[src/design/ows_pkg.sv]
// ----------------------------------------------------------------------------
// ows_pkg
// Types and constants shared by the 1-Wire ROM search sequencer.
// ----------------------------------------------------------------------------
package ows_pkg;

  // operation codes of an input item
  localparam logic [2:0] OP_FIRST   = 3'd0;
  localparam logic [2:0] OP_NEXT    = 3'd1;
  localparam logic [2:0] OP_TARGET  = 3'd2;
  localparam logic [2:0] OP_SKIP    = 3'd3;
  localparam logic [2:0] OP_TRIPLET = 3'd4;

  typedef enum logic [1:0] {
    KIND_TRIPLET_REQ = 2'd0,
    KIND_FINISHED    = 2'd1,
    KIND_SETUP_ACK   = 2'd2,
    KIND_IGNORED     = 2'd3
  } reply_kind_t;

  localparam logic [7:0] CMD_NORMAL_SEARCH = 8'hF0;
  localparam logic [7:0] CMD_ALARM_SEARCH  = 8'hEC;
  localparam logic [7:0] CRC_POLY          = 8'h8C;
  localparam logic [6:0] ROM_BITS          = 7'd64;
  localparam logic [6:0] FAMILY_LIMIT      = 7'd9;

  typedef struct packed {
    logic [2:0] operation;
    logic       presence;
    logic [7:0] family_byte;
    logic       id_bit;
    logic       comp_bit;
    logic       direction_taken;
  } in_item_t;

  typedef struct packed {
    reply_kind_t reply_kind;
    logic        send_command;
    logic [7:0]  command_byte;
    logic        direction;
    logic [6:0]  bit_position;
    logic        found;
    logic        last_device;
    logic [63:0] rom_code;
  } out_item_t;

endpackage

[src/design/ows_engine.sv]
// ----------------------------------------------------------------------------
// ows_engine
// Search state registers and the combinational step that updates them and
// forms the reply for one item.
// ----------------------------------------------------------------------------
module ows_engine (
  input  logic               clk,
  input  logic               rst_n,
  input  logic               fire,
  input  ows_pkg::in_item_t  item,
  input  logic               alarm_search,
  output ows_pkg::out_item_t result
);

  logic [63:0] rom_r,       rom_nxt;
  logic [6:0]  last_disc_r, last_disc_nxt;
  logic [3:0]  last_fam_r,  last_fam_nxt;
  logic        last_dev_r,  last_dev_nxt;
  logic [6:0]  cur_bit_r,   cur_bit_nxt;
  logic [6:0]  last_zero_r, last_zero_nxt;
  logic [7:0]  crc_r,       crc_nxt;
  logic        active_r,    active_nxt;

  logic [7:0]  crc_shift;
  logic        crc_fb;
  logic [6:0]  bit_inc;

  // preferred direction for ROM bit b (1-based)
  function automatic logic pref_dir(input logic [6:0] b, input logic [6:0] ld,
                                    input logic [63:0] rom);
    logic [6:0] idx;
    idx = b - 7'd1;
    if (b < ld) begin
      return rom[idx[5:0]];
    end
    return (b == ld);
  endfunction

  always_comb begin
    rom_nxt       = rom_r;
    last_disc_nxt = last_disc_r;
    last_fam_nxt  = last_fam_r;
    last_dev_nxt  = last_dev_r;
    cur_bit_nxt   = cur_bit_r;
    last_zero_nxt = last_zero_r;
    crc_nxt       = crc_r;
    active_nxt    = active_r;

    result              = '0;
    result.reply_kind   = ows_pkg::KIND_IGNORED;

    crc_fb    = crc_r[0] ^ item.direction_taken;
    crc_shift = {1'b0, crc_r[7:1]} ^ (crc_fb ? ows_pkg::CRC_POLY : 8'h00);
    bit_inc   = cur_bit_r + 7'd1;

    case (item.operation)
      ows_pkg::OP_FIRST, ows_pkg::OP_NEXT: begin
        if (item.operation == ows_pkg::OP_FIRST) begin
          last_disc_nxt = '0;
          last_fam_nxt  = '0;
          last_dev_nxt  = 1'b0;
        end
        if (last_dev_nxt || !item.presence) begin
          last_disc_nxt     = '0;
          last_fam_nxt      = '0;
          last_dev_nxt      = 1'b0;
          active_nxt        = 1'b0;
          result.reply_kind = ows_pkg::KIND_FINISHED;
        end else begin
          active_nxt          = 1'b1;
          cur_bit_nxt         = 7'd1;
          last_zero_nxt       = '0;
          crc_nxt             = '0;
          result.reply_kind   = ows_pkg::KIND_TRIPLET_REQ;
          result.send_command = 1'b1;
          result.command_byte = alarm_search ? ows_pkg::CMD_ALARM_SEARCH
                                             : ows_pkg::CMD_NORMAL_SEARCH;
          result.direction    = pref_dir(7'd1, last_disc_nxt, rom_r);
          result.bit_position = 7'd1;
        end
      end
      ows_pkg::OP_TARGET: begin
        active_nxt        = 1'b0;
        rom_nxt           = {56'd0, item.family_byte};
        last_disc_nxt     = ows_pkg::ROM_BITS;
        last_fam_nxt      = '0;
        last_dev_nxt      = 1'b0;
        result.reply_kind = ows_pkg::KIND_SETUP_ACK;
      end
      ows_pkg::OP_SKIP: begin
        active_nxt    = 1'b0;
        last_disc_nxt = {3'd0, last_fam_r};
        last_fam_nxt  = '0;
        if (last_fam_r == 4'd0) begin
          last_dev_nxt = 1'b0;
        end
        result.reply_kind = ows_pkg::KIND_SETUP_ACK;
      end
      ows_pkg::OP_TRIPLET: begin
        if (active_r) begin
          if (item.id_bit && item.comp_bit) begin
            last_disc_nxt     = '0;
            last_fam_nxt      = '0;
            last_dev_nxt      = 1'b0;
            active_nxt        = 1'b0;
            result.reply_kind = ows_pkg::KIND_FINISHED;
          end else begin
            if (!item.id_bit && !item.comp_bit && !item.direction_taken) begin
              last_zero_nxt = cur_bit_r;
              if (cur_bit_r < ows_pkg::FAMILY_LIMIT) begin
                last_fam_nxt = cur_bit_r[3:0];
              end
            end
            rom_nxt[cur_bit_r[5:0] - 6'd1] = item.direction_taken;
            crc_nxt = crc_shift;
            if (cur_bit_r >= ows_pkg::ROM_BITS) begin
              result.reply_kind = ows_pkg::KIND_FINISHED;
              active_nxt        = 1'b0;
              if (crc_shift != 8'd0 || rom_nxt[7:0] == 8'd0) begin
                last_disc_nxt = '0;
                last_fam_nxt  = '0;
                last_dev_nxt  = 1'b0;
              end else begin
                last_disc_nxt = last_zero_nxt;
                if (last_zero_nxt == 7'd0) begin
                  last_dev_nxt = 1'b1;
                end
                result.found       = 1'b1;
                result.last_device = last_dev_nxt;
              end
            end else begin
              cur_bit_nxt         = bit_inc;
              result.reply_kind   = ows_pkg::KIND_TRIPLET_REQ;
              result.direction    = pref_dir(bit_inc, last_disc_r, rom_nxt);
              result.bit_position = bit_inc;
            end
          end
        end
      end
      default: begin
        result.reply_kind = ows_pkg::KIND_IGNORED;
      end
    endcase

    result.rom_code = rom_nxt;
  end

  always_ff @(posedge clk) begin
    if (!rst_n) begin
      rom_r       <= '0;
      last_disc_r <= '0;
      last_fam_r  <= '0;
      last_dev_r  <= 1'b0;
      cur_bit_r   <= 7'd1;
      last_zero_r <= '0;
      crc_r       <= '0;
      active_r    <= 1'b0;
    end else if (fire) begin
      rom_r       <= rom_nxt;
      last_disc_r <= last_disc_nxt;
      last_fam_r  <= last_fam_nxt;
      last_dev_r  <= last_dev_nxt;
      cur_bit_r   <= cur_bit_nxt;
      last_zero_r <= last_zero_nxt;
      crc_r       <= crc_nxt;
      active_r    <= active_nxt;
    end
  end

  a_bit_range: assert property (@(posedge clk) disable iff (!rst_n)
    active_r |-> (cur_bit_r != 7'd0 && cur_bit_r <= ows_pkg::ROM_BITS))
    else $error("current bit out of range during search");

  a_fam_range: assert property (@(posedge clk) disable iff (!rst_n)
    last_fam_r < ows_pkg::FAMILY_LIMIT[3:0])
    else $error("family discrepancy beyond family byte");

  a_found_rom: assert property (@(posedge clk) disable iff (!rst_n)
    (fire && result.found) |=> (rom_r[7:0] != 8'd0 && crc_r == 8'd0 && !active_r))
    else $error("device reported found with bad ROM state");

endmodule

[src/design/one_wire_rom_search.sv]
// ----------------------------------------------------------------------------
// one_wire_rom_search
// 1-Wire ROM search sequencer: input register, search step, result register.
// ----------------------------------------------------------------------------
// Throughput: 1 item per cycle when out_stall is low; the state updates in
//   one step, so each item sees the state left by the one before it.
// Reset (rst_n low, synchronous): pipeline empty, search state cleared,
//   current bit 1, normal search command selected. No clearing pass.
module one_wire_rom_search (
  input  logic               clk,
  input  logic               rst_n,
  input  logic               in_valid,
  output logic               in_stall,
  input  ows_pkg::in_item_t  in_item,
  output logic               out_valid,
  input  logic               out_stall,
  output ows_pkg::out_item_t out_item,
  input  logic               cfg_valid,
  output logic               cfg_ready,
  input  logic               cfg_data
);

  logic               in_vld_r;
  ows_pkg::in_item_t  in_item_r;
  logic               out_vld_r;
  ows_pkg::out_item_t out_item_r;
  ows_pkg::out_item_t step_result;
  logic               alarm_r;
  logic               fire;

  // step the engine when the result register is free or draining
  assign fire     = in_vld_r && (!out_vld_r || !out_stall);
  assign in_stall = in_vld_r && !fire;
  assign cfg_ready = 1'b1;

  ows_engine u_engine (
    .clk          (clk),
    .rst_n        (rst_n),
    .fire         (fire),
    .item         (in_item_r),
    .alarm_search (alarm_r),
    .result       (step_result)
  );

  always_ff @(posedge clk) begin
    if (!rst_n) begin
      in_vld_r  <= 1'b0;
      out_vld_r <= 1'b0;
      alarm_r   <= 1'b0;
    end else begin
      if (!in_stall) begin
        in_vld_r <= in_valid;
      end
      if (fire) begin
        out_vld_r <= 1'b1;
      end else if (!out_stall) begin
        out_vld_r <= 1'b0;
      end
      if (cfg_valid && cfg_ready) begin
        alarm_r <= cfg_data;
      end
    end
  end

  always_ff @(posedge clk) begin
    if (!in_stall && in_valid) begin
      in_item_r <= in_item;
    end
    if (fire) begin
      out_item_r <= step_result;
    end
  end

  assign out_valid = out_vld_r;
  assign out_item  = out_item_r;

  a_fire_out: assert property (@(posedge clk) disable iff (!rst_n)
    fire |=> out_vld_r)
    else $error("stepped transaction did not reach result register");

  a_no_overwrite: assert property (@(posedge clk) disable iff (!rst_n)
    (out_vld_r && out_stall) |-> !fire)
    else $error("stalled result overwritten");

endmodule
[config.mk]
export PLATFORM = sky130hd
export DESIGN_NAME = one_wire_rom_search
export DESIGN_NICKNAME = d
export VERILOG_FILES = /design/src/design/ows_pkg.sv /design/src/design/ows_engine.sv /design/src/design/one_wire_rom_search.sv
export SDC_FILE = /design/constraint.sdc
export NUM_CORES = 1
export LEC_CHECK = 0
export BUFFER_PORTS_ARGS = -buffer_cell sky130_fd_sc_hd__buf_4
export CAP_MARGIN = 20
export CORE_MARGIN = 10
export CORE_UTILIZATION = 28
export CTS_CLUSTER_DIAMETER = 120
export CTS_CLUSTER_SIZE = 40
export DETAILED_ROUTE_END_ITERATION = 6
export HOLD_SLACK_MARGIN = 0.03
export PLACE_DENSITY_LB_ADDON = 0.3
export SYNTH_ARGS = -nofsm -noshare
export SYNTH_HDL_FRONTEND = slang
export SYNTH_SLANG_ARGS = --single-unit
[constraint.sdc]
create_clock -name clk -period 4.3 [get_ports clk]
set_input_delay 0.215 -clock clk [delete_from_list [all_inputs] [get_ports clk]]
set_output_delay 0.215 -clock clk [all_outputs]
set_load 0.1 [all_outputs]
==> results_dict.tcl, run 1 <==
set metrics [dict create \
    area_delta_synth_final_pct 20.0 \
    critPathKind "register to register" \
    synth_edf_count 95 \
    setup_viol 0 \
    ant_nets 0 \
    cts_buffers 17 \
    initial_core_util 0.283 \
    cts_hold_buf 17 \
    max-clock-path-buffers 2 \
    nets 1181 \
    clock_latency_ns 0.46 \
    drc 0 \
    cap_violations 0 \
    tightestPinTransition_ns 1.10 \
    ys.flop_type "dfxtp_1" \
    run_status "finished, final reports clean" \
    skew_ns 0.0181 \
    dp_hpwl_um 21700 \
    crit_chain "inv_1 > ha_1 > xor2_1 > nand2_1 > o21ai_0 > nand4_1 > nor4_1 > or3_1 > a21oi_1" \
    pre_cts_ws_ns 1.03 \
    post_cts_buffers 0 \
    clock-sinks 197 \
    vias 8608 \
    fin_tns_setup_ns 0 \
    hold_viol 0 \
    fin_area_sq_um 12100 \
    overflow 0 \
    crit_path_start_kind "register" \
    whs_ns 0.0429 \
    coreArea_sq_um 35500 \
    io_pins 109 \
    power_density_nw_per_um2 372 \
    crit_fanout 13 \
    hold_class "input pin to register" \
    max-slew-margin-rel 0.269 \
    yosysWarnings 0 \
    fp.dieW_um 209 \
    p_leak_nw 4.73 \
    gp_congestion 0.928 \
    slew_violations 0 \
    cts.repair.resized 0 \
    avgSynthCellArea_sq_um 9.47 \
    drt-total-wl_um 31700 \
    cts-root-buf "clkbuf_16" \
    drt_iter0_drc 778 \
    port_buffers 105 \
    drt-met1-wl_um 14800 \
    grt_pass1_vias 8029 \
    die_y_um 209 \
    placed_cells 1575 \
    synthArstFlopShare 0 \
    seq_area_frac_synth 0.487 \
    min_period_over_period 0.785 \
    wl_per_cell_um 19.5 \
    cpPeakStageDelay_ns 0.64 \
    top_layer "met4" \
    met3_length_um 2120 \
    via_per_inst 5.30 \
    diodes 0 \
    grt_pass1_wl_um 48800 \
    rsz0062_at_grt "no" \
    synthCells 1061 \
    die_area_sq_um 43900 \
    slowest_stage "dfxtp_1" \
    antenna_found_initial 0 \
    fin_cells 1624 \
    drive_above_1_share 0.165 \
    grtUsageTotal 0.140 \
    required_ns 4.62 \
    ys_types 66 \
    vdd_drop_max_uv 249 \
    dr_wl_met2_um 14400 \
    dr.pass1.iters 5 \
    finalWorstSetupSlack_ns 0.926 \
    syn_area_sq_um 10000 \
    min_period_ns 3.37 \
    grt_start_max_net_pins 110 \
    fp-row-count 69 \
    cts_tree "built" \
    arrival_ns 3.70 \
    placed_area_sq_um 11300 \
    max_freq_mhz 296 \
    htreeDepth 4 \
    path_clk_slew_ns 0.08 \
    ys_ff_latch 197 \
    endpoint_kind "register" \
]
==> layout by cell type (no fill, tap or decap), types with 7 or more instances in the layout <==
cell / count
a21boi_0: 8
a21oi_1: 82
a22o_1: 11
a22oi_1: 8
a31oi_1: 23
buf_4: 131
clkbuf_16: 18
dfxtp_1: 102
dlygate4sd3_1: 17
edfxtp_1: 95
ha_1: 10
inv_1: 21
mux2i_1: 15
mux4_2: 15
nand2_1: 95
nand2b_1: 37
nand3_1: 27
nor2_1: 91
nor2b_1: 26
nor3_1: 22
nor3b_1: 23
o211a_1: 26
o21ai_0: 122
o21ai_1: 10
o31ai_1: 7
xor2_1: 7
==> stage by stage <==
step	power, mW	utilization
finish	4.49	0.340
global route	4.66	0.340
CTS	4.54	0.340
detailed placement	2.86	0.318
global placement	2.86	0.318
floorplan	2.69	-
==> per-layer routing <==
layer	vias to the layer above	global-route usage
li1	4054	-
met1	4202	0.196
met2	327	0.218
met3	25	0.0230
met4	0	0.0399
met5	-	0
==> state kept, by name, summed over array words and instances (netlist names), 4 cells and up <==
register              count
in_item_r                15
out_item                 80
u_engine.crc_r            8
u_engine.cur_bit_r        7
u_engine.last_disc_r      7
u_engine.last_fam_r       4
u_engine.last_zero_r      7
u_engine.rom_r           64
==> critical path: cells and delay by family (launching register included) <==
family | cells | cell delay [ns]
xor gates and xnor gates | 1 | 0.56
DFF | 1 | 0.64
AOI/OAI and AO/OA | 2 | 0.40
adders and majority gates | 1 | 0.34
and+or+nand+nor | 4 | 1.21
buffers and inverters | 1 | 0.11
==> cells in the mapped netlist, drive strengths merged (5+ instances only) <==
master / number / area (sq um)
a21boi: 10 / 75.1
a21o: 5 / 37.5
a21oi: 82 / 410
a221o: 5 / 50.1
a22o: 11 / 96.3
a22oi: 8 / 60.1
a31oi: 23 / 144
buf: 21 / 118
clkbuf: 58 / 218
dfxtp: 102 / 2040
edfxtp: 95 / 2850
ha: 10 / 125
inv: 22 / 82.6
mux2i: 15 / 150
mux4: 15 / 338
nand2: 96 / 360
nand2b: 37 / 231
nand3: 27 / 135
nand4: 5 / 31.3
nor2: 92 / 345
nor2b: 26 / 163
nor3: 22 / 110
nor3b: 23 / 173
nor4: 5 / 37.5
o211a: 26 / 260
o21ai: 132 / 661
o31ai: 7 / 52.6
or3: 5 / 36.3
xnor2: 6 / 52.6
xor2: 7 / 61.3
==> report_power, final <==
part	total, mW	internal [mW]	switching, mW
logic	0.702	0.185	0.517
registers	2.13	2.07	0.0610
clock network	1.66	0.870	0.788
==> logic make-up (layout without fill, tap and decap cells) <==
| kind of cell | count (synthesis) | count (layout) | share of synthesized area |
|---|---|---|---|
| XOR/XNOR | 13 | 13 | 0.0113 |
| adder cells (fa/ha/maj) | 10 | 10 | 0.0125 |
| AO/OA/AOI/OAI | 343 | 343 | 0.215 |
| multiplexers | 34 | 34 | 0.0530 |
| other | 2 | 3 | 0.000747 |
| AND/OR/NAND/NOR | 361 | 361 | 0.178 |
| buffers and inverters | 101 | 202 | 0.0416 |
| flip-flops | 197 | 197 | 0.487 |
==> worst paths after layout <==
path                           startpoint                 endpoint  slack [ns]  cells past startpoint
setup / recovery    u_engine.cur_bit_r[1]      u_engine.last_dev_r        0.93                      9
hold / removal                   cfg_data                  alarm_r        0.04                      3
setup reg to reg    u_engine.cur_bit_r[1]      u_engine.last_dev_r        0.93                      9
hold reg to reg   u_engine.last_disc_r[4]  u_engine.last_disc_r[4]        0.48                      2
==> area by class of cell <==
type / instances / area [sq um]
clock buffer: 19 / 464
clock inverter: 13 / 134
fill: 3600 / 23400
inverter: 22 / 85.1
multi-input combinational: 764 / 4740
sequential: 197 / 4890
tap: 461 / 577
timing repair buffer: 148 / 1150
(Power assumes the default switching activity.)
==> inputs of run 2 (changes only) <==
==> constraint.sdc (replaced) <==
create_clock -name clk -period 3.5 [get_ports clk]
set_input_delay 0.175 -clock clk [delete_from_list [all_inputs] [get_ports clk]]
set_output_delay 0.175 -clock clk [all_outputs]
set_load 0.1 [all_outputs]
==> results_dict.tcl, run 2 (synthesized netlist as in run 1, its figures left out) <==
set metrics [dict create \
    crit_fanout 11 \
    required_ns 3.89 \
    max-slew-margin-rel 0.309 \
    grt_pass1_wl_um 49300 \
    fp.dieW_um 209 \
    slowest_stage "edfxtp_1" \
    area_delta_synth_final_pct 21.6 \
    grt_start_max_net_pins 136 \
    overflow 0 \
    coreArea_sq_um 35500 \
    fp-row-count 69 \
    dp_hpwl_um 22200 \
    crit_path_start_kind "register" \
    met3_length_um 1930 \
    path_clk_slew_ns 0.07 \
    drt-total-wl_um 31900 \
    tightestPinTransition_ns 1.03 \
    power_density_nw_per_um2 447 \
    pre_cts_ws_ns 0.313 \
    drc 0 \
    min-delay-start "rst_n" \
    placed_cells 1589 \
    drt-met1-wl_um 15100 \
    cp-startpoint "in_item_r[13]" \
    top_layer "met4" \
    clock_latency_ns 0.45 \
    run_status "finished, final reports clean" \
    final_common_cell "buf_4" \
    swShare 0.296 \
    initial_core_util 0.283 \
    skew_ns 0.0224 \
    critPathKind "register to register" \
    drive_above_1_share 0.175 \
    min_period_ns 3.12 \
    clock-sinks 197 \
    cap_violations 0 \
    hold_class "input pin to register" \
    fill_cells 3578 \
    gp_congestion 0.907 \
    antenna_found_initial 0 \
    dr_wl_met2_um 14300 \
    cpPeakStageDelay_ns 0.53 \
    port_buffers 105 \
    die_y_um 209 \
    cts_tree "built" \
    comb_power_share 0.161 \
    setup_viol 0 \
    grtUsageTotal 0.142 \
    largest_register_ffs 80 \
    endpoint_kind "register" \
    fin_tns_setup_ns 0 \
    wl_per_cell_um 19.4 \
    ant_nets 0 \
    p_int_mw 3.85 \
    cts-root-buf "clkbuf_16" \
    pwr-share-clk 0.361 \
    nets 1199 \
    htreeDepth 4 \
    path_delay_family "simple AND/OR/NAND/NOR gates" \
    die_area_sq_um 43900 \
    min_period_over_period 0.890 \
    max_freq_mhz 321 \
    via_per_inst 5.26 \
    post_cts_buffers 0 \
    grt_pass1_vias 8202 \
    crit_chain "or3b_1 > a21oi_1 > and2_1 > nand2_1 > nor2_1 > a22oi_1 > o21ai_1 > o211a_1" \
    p_leak_nw 4.82 \
    final_cell_mix "141 x buf_4, 122 x o21ai_0, 101 x dfxtp_1, 95 x nand2_1, 95 x edfxtp_1" \
    hold_viol 0 \
    diodes 0 \
    arrival_ns 3.51 \
    dr.pass1.iters 5 \
    max-clock-path-buffers 2 \
    cts_buffers 17 \
    finalWorstSetupSlack_ns 0.384 \
    vdd_drop_max_uv 340 \
    switchingPower_mw 1.62 \
    vias 8639 \
    slew_violations 0 \
    io_pins 109 \
    fin_cells 1641 \
    drt_iter0_drc 938 \
    timing.rr.start "in_item_r[13]" \
    rsz0062_at_grt "no" \
    critical_path_buf_inv_count 0 \
    seqPwrFrac 0.478 \
]
run 2: cell count changes in the layout (fill, tap and decap cells not counted), sizes merged:
cell	change
clkbuf	+1
dlygate4sd3	+2
clkinv	+2
clkinvlp	+2
bufinv	+1
inv	-7
buf	+16
run 2: area by class of cell:
| type | count | area, sq um | share of cell area |
|---|---|---|---|
| Clock buffer | 20 | 447 | 0.0366 |
| Clock inverter | 11 | 128 | 0.0104 |
| Inverter | 22 | 85.1 | 0.00696 |
| Multi-Input combinational cell | 764 | 4750 | 0.388 |
| Sequential cell | 197 | 4900 | 0.401 |
| Tap cell | 461 | 577 | 0.0472 |
| Timing Repair Buffer | 166 | 1340 | 0.110 |
run 2: power groups by stage:
stage	clock network, mW	logic [mW]	registers, mW
6_report	1.98	0.878	2.61
5_1_grt	2.12	0.936	2.62
4_1_cts	2.03	0.886	2.61
3_5_place_dp	0	0.865	2.66
3_3_place_gp	0	0.861	2.66
2_1_floorplan	0	0.324	2.98
run 2: what timing repair did:
item / 4_1_cts / 5_1_grt
hold endpoints to repair: 18 / 0
endpoints found under the setup margin: 0 / 8
gates resized for setup: 0 / 2
hold buffers: 19 / 0
run 2: through the flow:
| step | utilization | hold slack (ns) | area [sq um] | power [mW] |
|---|---|---|---|---|
| floorplan | - | 0.274 | 10100 | 3.31 |
| global placement | 0.322 | 0.355 | 11400 | 3.52 |
| detailed placement | 0.322 | 0.355 | 11400 | 3.53 |
| CTS | 0.344 | 0.179 | 12200 | 5.53 |
| global route | 0.344 | 0.237 | 12200 | 5.68 |
| finish | 0.344 | 0.207 | 12200 | 5.47 |
run 2: final timing paths:
kind,end,slack (ns),cells past startpoint
setup reg to reg,u_engine.rom_r[3],0.38,8
setup / recovery,u_engine.rom_r[3],0.38,8
hold reg to reg,u_engine.crc_r[5],0.48,2
hold / removal,u_engine.cur_bit_r[0],0.21,2
run 2: worst register-to-register path, stage by stage (launching register included):
cell and delay (ns):
edfxtp_1 0.53, or3b_1 0.45, a21oi_1 0.39, and2_1 0.45
nand2_1 0.31, nor2_1 0.49, a22oi_1 0.12, o21ai_1 0.16
o211a_1 0.16
run 2: routing by layer:
metal / vias up / global-route usage
met5: - / 0
met4: 0 / 0.0496
met3: 37 / 0.0258
met2: 342 / 0.216
met1: 4162 / 0.196
li1: 4098 / -
==> inputs of run 3 (changes only) <==
--- a/config.mk
+++ b/config.mk
@@ -8,7 +8,7 @@
 export BUFFER_PORTS_ARGS = -buffer_cell sky130_fd_sc_hd__buf_4
 export CAP_MARGIN = 20
 export CORE_MARGIN = 10
-export CORE_UTILIZATION = 28
+export CORE_UTILIZATION = 45
 export CTS_CLUSTER_DIAMETER = 120
 export CTS_CLUSTER_SIZE = 40
 export DETAILED_ROUTE_END_ITERATION = 6
==> results_dict.tcl, run 3 (synthesized netlist as in run 1, its figures left out) <==
set metrics [dict create \
    largest_register_ffs 80 \
    initial_core_util 0.459 \
    p_leak_nw 4.81 \
    cts-root-buf "clkbuf_16" \
    endpoint_kind "register" \
    skew_ns 0.00931 \
    setup_viol 0 \
    die_area_sq_um 28700 \
    drc 0 \
    ant_nets 0 \
    dp_hpwl_um 19900 \
    clock_latency_ns 0.44 \
    clock-sinks 197 \
    io_pins 109 \
    whs_ns 0.285 \
    fp.dieW_um 169 \
    gp_congestion 0.930 \
    fin_tns_setup_ns 0 \
    endpoint "u_engine.rom_r[31]" \
    vias 8742 \
    power_density_nw_per_um2 461 \
    timing.rr.start "in_item_r[12]" \
    final_common_cell "buf_4" \
    path_clk_slew_ns 0.07 \
    nets 1196 \
    drt-total-wl_um 29000 \
    grt_pass1_wl_um 46300 \
    cp-startpoint "in_item_r[12]" \
    hold_class "input pin to register" \
    via_per_inst 6.00 \
    antenna_found_initial 0 \
    placed_area_sq_um 11200 \
    ff2ff_setup_slack_ns 0.29 \
    slew_violations 0 \
    fp-row-count 54 \
    diodes 0 \
    cts.repair.resized 0 \
    area_delta_synth_final_pct 19.1 \
    crit_fanout 10 \
    port_buffers 105 \
    cts_buffers 17 \
    ff2ff_path_depth 8 \
    crit_path_start_kind "register" \
    grtUsageTotal 0.199 \
    r2r-end "u_engine.rom_r[31]" \
    die_y_um 169 \
    hold_depth 2 \
    htreeDepth 4 \
    grt_pass1_vias 8179 \
    cap_violations 0 \
    final_cell_mix "143 x buf_4, 122 x o21ai_0, 102 x dfxtp_1, 95 x nand2_1, 95 x edfxtp_1" \
    max-slew-margin-rel 0.279 \
    overflow 0 \
    vdd_drop_max_uv 336 \
    tightestPinTransition_ns 1.08 \
    hold_viol 0 \
    drt_iter0_drc 979 \
    rsz0062_at_grt "no" \
    wl_per_cell_um 19.9 \
    required_ns 3.85 \
    max-clock-path-buffers 2 \
    fill_cells 1974 \
    drive_above_1_share 0.173 \
    cts_tree "built" \
    run_status "finished, final reports clean" \
    grt_start_max_net_pins 77 \
    fin_area_sq_um 12000 \
    coreArea_sq_um 21900 \
    critPathKind "register to register" \
    arrival_ns 3.56 \
    min_period_over_period 0.917 \
    dr.pass1.iters 5 \
    max_freq_mhz 312 \
    min_period_ns 3.21 \
]
-- run 3: worst min-delay path by stage --
| stage | startpoint | endpoint | slack, ns |
|---|---|---|---|
| 2_1_floorplan | in_item[0] | in_item_r[0] | 0.27 |
| 3_3_place_gp | in_item[2] | in_item_r[2] | 0.35 |
| 3_5_place_dp | in_item[2] | in_item_r[2] | 0.35 |
| 4_1_cts | rst_n | u_engine.cur_bit_r[0] | 0.27 |
| 5_1_grt | rst_n | u_engine.cur_bit_r[0] | 0.30 |
| 6_report | rst_n | u_engine.cur_bit_r[0] | 0.29 |
-- run 3: repair_timing --
| action | 4_1_cts | 5_1_grt |
|---|---|---|
| hold buffers | 19 | 0 |
| setup buffers | 0 | 0 |
| endpoints found under the hold margin | 18 | 0 |
-- run 3: power by group --
part           internal (mW)  switching [mW]
clock network           1.10           0.942
registers               2.54          0.0724
logic                  0.233           0.633
total                   3.87            1.65
-- run 3: stage by stage --
stage	power, mW	utilization	setup WS (ns)	instances
CTS	5.54	0.546	0.360	1458
global placement	3.50	0.510	0.447	1407
detailed placement	3.51	0.510	0.380	1407
floorplan	3.31	-	0.306	1062
finish	5.52	0.546	0.290	1458
global route	5.69	0.546	0.0672	1458
-- run 3: layout make-up --
class,instances,area (sq um),share of cell area
flip-flops and latches,197,4890,0.409
multi-input cells,764,4740,0.397
repair buffers,163,1280,0.107
clock buffers,19,443,0.0370
well taps,280,350,0.0293
clock inverters,13,163,0.0136
inverters,22,85.1,0.00711
-- run 3: per-layer routing --
| metal | routed length (um) | part of all wire | vias up | GRT usage |
|---|---|---|---|---|
| met5 | 0 | 0 | - | 0 |
| met4 | 724 | 0.025 | 0 | 0.0687 |
| met3 | 2630 | 0.091 | 58 | 0.0428 |
| met2 | 12600 | 0.43 | 444 | 0.288 |
| met1 | 13100 | 0.45 | 4153 | 0.288 |
| li1 | - | - | 4087 | - |
-- run 3: critical path, cell delays in order, from the launching register on --
cell,delay (ns)
edfxtp_1,0.53
or3b_1,0.58
a21oi_1,0.46
nand2_1,0.14
nor2_1,0.41
nand2_1,0.29
o21ai_0,0.38
nor2_1,0.09
nor3b_1,0.23
